**src/rtl/ecc_pkg.sv**
```systemverilog
`default_nettype none

package ecc_pkg;

   // timer width of the click and quiet counters
   localparam int TimerWidth = 16;
   localparam logic [32:0] TimerMaxWide = (33'd1 << TimerWidth) - 33'd1;

   localparam int CsrIndexWidth = 2;
   localparam int CsrDataWidth  = 16;
   localparam int WindowWidth   = 16;
   localparam int QuietWidth    = 16;
   localparam int PollsWidth    = 4;
   localparam int DeltaWidth    = 8;

   localparam logic [WindowWidth-1:0] ClickWindowReset = 16'd250;
   localparam logic [QuietWidth-1:0]  RotateQuietReset = 16'd50;
   localparam logic [PollsWidth-1:0]  StablePollsReset = 4'd2;
   localparam logic [PollsWidth-1:0]  StableCountMax   = 4'd15;

   typedef enum logic [CsrIndexWidth-1:0] {
      CSR_CLICK_WINDOW = 2'd0,
      CSR_ROTATE_QUIET = 2'd1,
      CSR_STABLE_POLLS = 2'd2
   } csr_index_type;

   typedef logic [TimerWidth-1:0]        timer_type;
   typedef logic signed [DeltaWidth-1:0] delta_type;

   typedef struct packed {
      logic      rotate_out;
      delta_type delta_out;
      logic      click_once;
      logic      click_twice;
   } result_type;

   // saturate a 16-bit register value into the timer width
   function automatic timer_type sat_timer(input logic [15:0] v);
      logic [32:0] w;
      w = 33'(v);
      if (w > TimerMaxWide) begin
         return TimerMaxWide[TimerWidth-1:0];
      end
      return w[TimerWidth-1:0];
   endfunction

endpackage

`default_nettype wire

```
**src/rtl/encoder_click_classifier_top.sv**
```systemverilog
`default_nettype none

// channel   | direction | handshake             | payload
// req_      | in        | req_valid / req_stall | rotation, button-down, poll
// rsp_      | out       | rsp_valid / rsp_stall | rotation pass-through, clicks
// csr_      | in        | csr_valid / csr_ready | register index, write data
//
// one tick per cycle unless stalled; its state update is one short pass of
// counter and flag logic, and its result enters the output or skid register
// reset (synchronous, active high) loads reset values and empties both buffers
// a stalled result sits in the output register; one further tick is taken into
// a skid register, and req_stall rises only while the skid register is full
// csr_ready is always high; each write lands directly in its register

module encoder_click_classifier_top (
   input  wire logic                              clock,
   input  wire logic                              reset,
   input  wire logic                              req_valid,
   output logic                                   req_stall,
   input  wire logic                              req_rotate_event,
   input  wire ecc_pkg::delta_type                req_rotate_delta,
   input  wire logic                              req_button_down_event,
   input  wire logic                              req_poll_valid,
   input  wire logic                              req_switch_level,
   output logic                                   rsp_valid,
   input  wire logic                              rsp_stall,
   output logic                                   rsp_rotate_out,
   output ecc_pkg::delta_type                     rsp_delta_out,
   output logic                                   rsp_click_once,
   output logic                                   rsp_click_twice,
   input  wire logic                              csr_valid,
   output logic                                   csr_ready,
   input  wire logic [ecc_pkg::CsrIndexWidth-1:0] csr_index,
   input  wire logic [ecc_pkg::CsrDataWidth-1:0]  csr_wdata
);
   import ecc_pkg::*;

   // configuration registers
   logic [WindowWidth-1:0] click_window_ff;
   logic [QuietWidth-1:0]  rotate_quiet_ff;
   logic [PollsWidth-1:0]  stable_polls_ff;

   // tick state
   logic                  click_pending_ff, click_pending_in;
   timer_type             click_timer_ff, click_timer_in;
   logic                  last_level_ff, last_level_in;
   logic [PollsWidth-1:0] stable_count_ff, stable_count_in;
   logic                  press_latched_ff, press_latched_in;
   timer_type             quiet_timer_ff, quiet_timer_in;

   // output register and skid register
   result_type out_ff, out_in;
   logic       out_valid_ff, out_valid_in;
   result_type skid_ff, skid_in;
   logic       skid_valid_ff, skid_valid_in;

   result_type result;
   logic       accept;
   logic       take;

   assign csr_ready = 1'b1;
   assign req_stall = skid_valid_ff;
   assign accept    = req_valid & ~req_stall;
   assign take      = out_valid_ff & ~rsp_stall;

   assign rsp_valid       = out_valid_ff;
   assign rsp_rotate_out  = out_ff.rotate_out;
   assign rsp_delta_out   = out_ff.delta_out;
   assign rsp_click_once  = out_ff.click_once;
   assign rsp_click_twice = out_ff.click_twice;

   // per-tick update: click timer, quiet window, rotation, button event, poll
   always_comb begin
      logic                  active;
      logic [PollsWidth-1:0] need;
      logic                  single;
      logic                  dbl;

      click_pending_in = click_pending_ff;
      click_timer_in   = click_timer_ff;
      last_level_in    = last_level_ff;
      stable_count_in  = stable_count_ff;
      press_latched_in = press_latched_ff;
      quiet_timer_in   = quiet_timer_ff;
      single           = 1'b0;
      dbl              = 1'b0;

      // click window expiry comes first in the tick
      if (click_pending_in) begin
         if (click_timer_in <= TimerWidth'(1)) begin
            click_pending_in = 1'b0;
            click_timer_in   = '0;
            single           = 1'b1;
         end else begin
            click_timer_in = click_timer_in - TimerWidth'(1);
         end
      end

      if (quiet_timer_in != '0) begin
         quiet_timer_in = quiet_timer_in - TimerWidth'(1);
      end

      // rotation restarts the quiet window and drops a pending click
      if (req_rotate_event) begin
         quiet_timer_in   = sat_timer(rotate_quiet_ff);
         click_pending_in = 1'b0;
         click_timer_in   = '0;
      end

      // edge-detected press
      if (req_button_down_event) begin
         if (click_pending_in) begin
            click_pending_in = 1'b0;
            click_timer_in   = '0;
            dbl              = 1'b1;
         end else begin
            click_pending_in = 1'b1;
            click_timer_in   = sat_timer(click_window_ff);
         end
      end

      // debounced poll
      active = (quiet_timer_in != '0);
      need   = (stable_polls_ff == '0) ? PollsWidth'(1) : stable_polls_ff;
      if (req_poll_valid) begin
         if (req_switch_level) begin
            press_latched_in = 1'b0;
         end
         if (active) begin
            stable_count_in = '0;
         end
         if ((req_switch_level == last_level_in) && !active && !press_latched_in) begin
            if (!req_switch_level) begin
               if (stable_count_in < StableCountMax) begin
                  stable_count_in = stable_count_in + PollsWidth'(1);
               end
               if (stable_count_in >= need) begin
                  stable_count_in  = '0;
                  press_latched_in = 1'b1;
                  if (click_pending_in) begin
                     click_pending_in = 1'b0;
                     click_timer_in   = '0;
                     dbl              = 1'b1;
                  end else begin
                     click_pending_in = 1'b1;
                     click_timer_in   = sat_timer(click_window_ff);
                  end
               end
            end
         end else begin
            last_level_in   = req_switch_level;
            stable_count_in = '0;
         end
      end

      result.rotate_out  = req_rotate_event;
      result.delta_out   = req_rotate_event ? req_rotate_delta : '0;
      result.click_once  = single;
      result.click_twice = dbl;
   end

   // output and skid buffering
   always_comb begin
      out_in        = out_ff;
      skid_in       = skid_ff;
      out_valid_in  = skid_valid_ff | accept | (out_valid_ff & ~take);
      skid_valid_in = skid_valid_ff ? ~take : (accept & out_valid_ff & ~take);
      if (take && skid_valid_ff) begin
         out_in = skid_ff;
      end else if (accept && (!out_valid_ff || take)) begin
         out_in = result;
      end else if (accept) begin
         skid_in = result;
      end
   end

   always_ff @(posedge clock) begin
      out_ff  <= out_in;
      skid_ff <= skid_in;
      if (reset) begin
         out_valid_ff     <= 1'b0;
         skid_valid_ff    <= 1'b0;
         click_window_ff  <= ClickWindowReset;
         rotate_quiet_ff  <= RotateQuietReset;
         stable_polls_ff  <= StablePollsReset;
         click_pending_ff <= 1'b0;
         click_timer_ff   <= '0;
         last_level_ff    <= 1'b1;
         stable_count_ff  <= '0;
         press_latched_ff <= 1'b0;
         quiet_timer_ff   <= '0;
      end else begin
         out_valid_ff  <= out_valid_in;
         skid_valid_ff <= skid_valid_in;
         if (accept) begin
            click_pending_ff <= click_pending_in;
            click_timer_ff   <= click_timer_in;
            last_level_ff    <= last_level_in;
            stable_count_ff  <= stable_count_in;
            press_latched_ff <= press_latched_in;
            quiet_timer_ff   <= quiet_timer_in;
         end
         // register writes; indexes off the list are dropped
         if (csr_valid && csr_ready) begin
            case (csr_index)
               CSR_CLICK_WINDOW: click_window_ff <= csr_wdata[WindowWidth-1:0];
               CSR_ROTATE_QUIET: rotate_quiet_ff <= csr_wdata[QuietWidth-1:0];
               CSR_STABLE_POLLS: stable_polls_ff <= csr_wdata[PollsWidth-1:0];
               default: ;
            endcase
         end
      end
   end

endmodule

`default_nettype wire

```
**config.mk**
```make
export PLATFORM = sky130hd
export DESIGN_NAME = encoder_click_classifier_top
export DESIGN_NICKNAME = d
export VERILOG_FILES = /design/src/rtl/ecc_pkg.sv /design/src/rtl/encoder_click_classifier_top.sv
export SDC_FILE = /design/constraint.sdc
export NUM_CORES = 1
export LEC_CHECK = 0
export ABC_AREA = 0
export BUFFER_PORTS_ARGS = -buffer_cell sky130_fd_sc_hd__buf_2
export CAP_MARGIN = 10
export CORE_UTILIZATION = 50
export CTS_CLUSTER_SIZE = 40
export DETAILED_ROUTE_END_ITERATION = 7
export PLACE_DENSITY = 0.69
export REMOVE_ABC_BUFFERS = 1
export SYNTH_ARGS = -nofsm -noshare
export SYNTH_HDL_FRONTEND = slang
export SYNTH_SLANG_ARGS = --single-unit
```
**constraint.sdc**
```tcl
create_clock -name clock -period 9.87 [get_ports clock]
set_input_delay 1.4805 -clock clock [delete_from_list [all_inputs] [get_ports clock]]
set_output_delay 1.4805 -clock clock [all_outputs]
set_load 0.05 [all_outputs]
```
==> impl_results.md <==
- WP data required: 10.18 ns
- Full die area: 10,690 sq um
- Via-per-instance ratio: 5.864
- Global-route wire length before repair: 20.00 mm
- Height of the chip: 103.4 um
- Placed cells: 770
- Clock Latency Late Sink: 0.39 ns
- Design area: 5617 sq um
- Core region area: 9864 sq um
- Routed wire length: 12.51 mm
- CTS Root Cell: clkbuf_8
- Antenna viol nets, final: 0
- Port-buffer cells: 47
- EDFF count, synth: 22
- Layout overhead on the synthesized area: 9.301%
- Die X: 103.4 um
- RD Place Congestion: 0.8655
- Synth area leader: dfxtp_1
- Depth of the worst register-to-register path: 23
- DP Area: 5415 sq um
- Fin cells: 786
- Setup crit end: click_timer_ff[10]$_SDFFE_PP0P_
- Tmin final: 7.116 ns
- Leak Pwr: 2.142 nW
- Start point of the worst hold path: click_window_ff[10]$_SDFFE_PP0P_
- Post-synthesis cell type count: 63
- Hold_ws: 0.4611 ns
- Post-CTS Setup Repair Bufs: 0
- Clk sinks: 99
- Post-DP HPWL: 8.568 mm
- Cells after synthesis: 624
- Commonest cells in the netlist: nand2_1 (116), dfxtp_1 (77), a21oi_1 (62)
- Cell Pwr Density: 163.3 nW/um^2
- Arr. time, crit path: 7.43 ns
- Reg2reg start: quiet_timer_ff[0]$_SDFFE_PP0P_
- Status: finished, final reports clean
- Wire length on met2: 5.959 mm
- Mapped Area: 5139 sq um
- Post-Route Setup TNS: 0 ns
- Share of the synthesized area in the top cell type: 30.00%
- R2R Setup Slk: 3.32 ns
- Worst-path fanout max: 40
- Io pins: 49
- Setup violators final: 0
- CTS Hold Bufs: 0
- Post-DR wirelength/cell: 15.92 um
- Core Rows: 36
- CP startpoint: req_rotate_event
- Max layer used: met4
- Critical path type: input pin to register
- Post-route DRC: 0
- Measured slew at the worst slew-check pin: 1.158 ns
- RSZ-0062 raised after global routing: no
- Vias: 4,609
- TritonRoute pass-1 iters: 5
- Most common cell in the netlist: nand2_1
- Period utilization: 72.10%
- Synth Warn #: 0
- Initial Util: 52.09%
- Final slew viol count: 0
- NumNets Final: 694
- Hold Fails Final Rpt: 0
- Primary FF master, synth: dfxtp_1
- VDD IR-drop max: 0.09065 mV
- Total track usage: 24.54%
- CTS max path bufs: 2
- Vias in the first global route: 4,142
- DR iter-0 viols: 264
- Top post-synthesis cells by area: dfxtp_1 (30%), edfxtp_1 (13%), nand2_1 (8.5%)
- MaxCap Viol Count: 0
- Post-Route M1 WL: 5.721 mm
- Share of layout cells above drive strength 1: 14.09%
- Crit path launch type: input pin
- #FFs+latches synth: 99
- Top achievable clock speed: 140.5 MHz
- Worst-path clk slew: 0.09 ns
- Clock skew: 0.007090 ns
- HP Class: register to register
- Total gr overflow: 0
- H-tree depth: 3
- Filler cells: 916
- Register area share after synthesis: 42.85%
- CP Capture Type: register
- FF-to-FF End: click_timer_ff[10]$_SDFFE_PP0P_
- Async SR Flop Fraction: 0%
- Diodes inserted: 0
- Antenna violations before repair: 0
- Relative slew slack: 22.46%
- Avg Inst Size Synth: 8.235 sq um
- Routed wl met3: 707 um
- TritonCTS clock tree: built
- Total CTS buffers: 9
- Post-CTS Resized: 0
- Largest net degree at the start of global routing: 79
==> critical path, stage by stage <==
cell and delay, ns:
buf_2 0.52, clkinv_1 0.63, a2bb2oi_1 0.28, or4b_1 0.50
nor4_1 0.30, buf_4 0.22, and2_1 0.14, ha_1 0.22
and3_1 0.25, nand2_1 0.11, mux2_2 0.29, ha_1 0.29
a21o_1 0.16, a21o_1 0.16, a21oi_1 0.16, nor2_1 0.09
and2_1 0.23, mux2i_1 0.84, nand2_1 0.29, o22ai_1 0.24
==> stage by stage <==
step                power, mW  util (%)  setup WS (ns)
floorplan              0.5948         -          3.533
global placement       0.6477     54.90          2.447
detailed placement     0.6519     54.90          2.387
CTS                    0.9207     56.94          2.763
global route           0.9626     56.94          2.231
finish                 0.9172     56.94          2.754
==> state kept, by name, summed over array words and instances, names as in the netlist <==
signal            cells
rsp_click_once        1
stable_count_ff       4
rsp_delta_out         8
rsp_valid             1
quiet_timer_ff       16
click_pending_ff      1
click_window_ff      16
req_stall             1
press_latched_ff      1
skid_ff              11
rotate_quiet_ff      16
last_level_ff         1
stable_polls_ff       4
rsp_click_twice       1
click_timer_ff       16
rsp_rotate_out        1
==> cells by family after synthesis <==
kind of cell | Yosys count | synth area share (%)
buffers and inverters | 59 | 4.699
DFF | 99 | 42.85
and+or+nand+nor | 283 | 27.39
muxes | 20 | 4.188
adders and majority gates | 11 | 2.678
AOI/OAI and AO/OA | 145 | 17.09
xor gates and xnor gates | 6 | 1.023
other | 1 | 0.07298
==> worst min path at each step <==
stage / endpoint / slack, ns / cells after the start
after CTS: click_window_ff[10]$_SDFFE_PP0P_ / 0.46 / 2
after global placement: click_timer_ff[14]$_SDFFE_PP0P_ / 0.44 / 2
after detailed placement: click_window_ff[10]$_SDFFE_PP0P_ / 0.45 / 2
final: click_window_ff[10]$_SDFFE_PP0P_ / 0.46 / 2
after global routing: click_window_ff[15]$_SDFFE_PP0P_ / 0.49 / 2
after floorplan: rotate_quiet_ff[10]$_SDFFE_PP0P_ / 0.43 / 2
==> layout make-up <==
cell class	count	area, sq um	share of cell area [%]
clock buffer	11	141.4	2.517
clock inverter	5	60.06	1.069
inverter	21	78.83	1.403
multi-input combinational	466	2703	48.12
sequential	99	2202	39.21
tap	133	166.4	2.963
timing repair buffer	51	265.3	4.723
==> where the power goes <==
part           switching [mW]  internal, mW  leakage, nW  total (mW)
Combinational           0.124        0.0678         1.20       0.192
Clock                   0.145         0.126        0.100       0.271
Sequential             0.0190         0.436        0.838       0.455
Total                   0.288         0.629         2.14       0.917
==> placed cells by master (no fill, tap or decap), drive strengths merged, types with 5 or more instances in the layout <==
cell type  Yosys  routed
or3            6       6
a21oi         62      62
nor4          12      12
mux2          12      12
edfxtp        22      22
o21ai         29      29
nand3         13      13
nand2b         8       8
nand4          5       5
inv           20      22
clkbuf        26      11
nand3b        14      14
nand2        116     116
buf           12      51
nor3          23      23
and2          16      16
mux2i          8       8
a31oi          8       8
a211oi         5       5
dfxtp         77      77
a32oi          6       6
a22oi          5       5
nor2          47      47
o22ai          6       6
nor2b          5       5
ha            11      11
==> routing by layer <==
metal  global-route usage, %  vias up
li1                        -     2265
met1                   32.43     2169
met2                   40.70      161
met3                   5.444       14
met4                   6.284        0
met5                       0        -
Power figures use the tool's default switching activity.
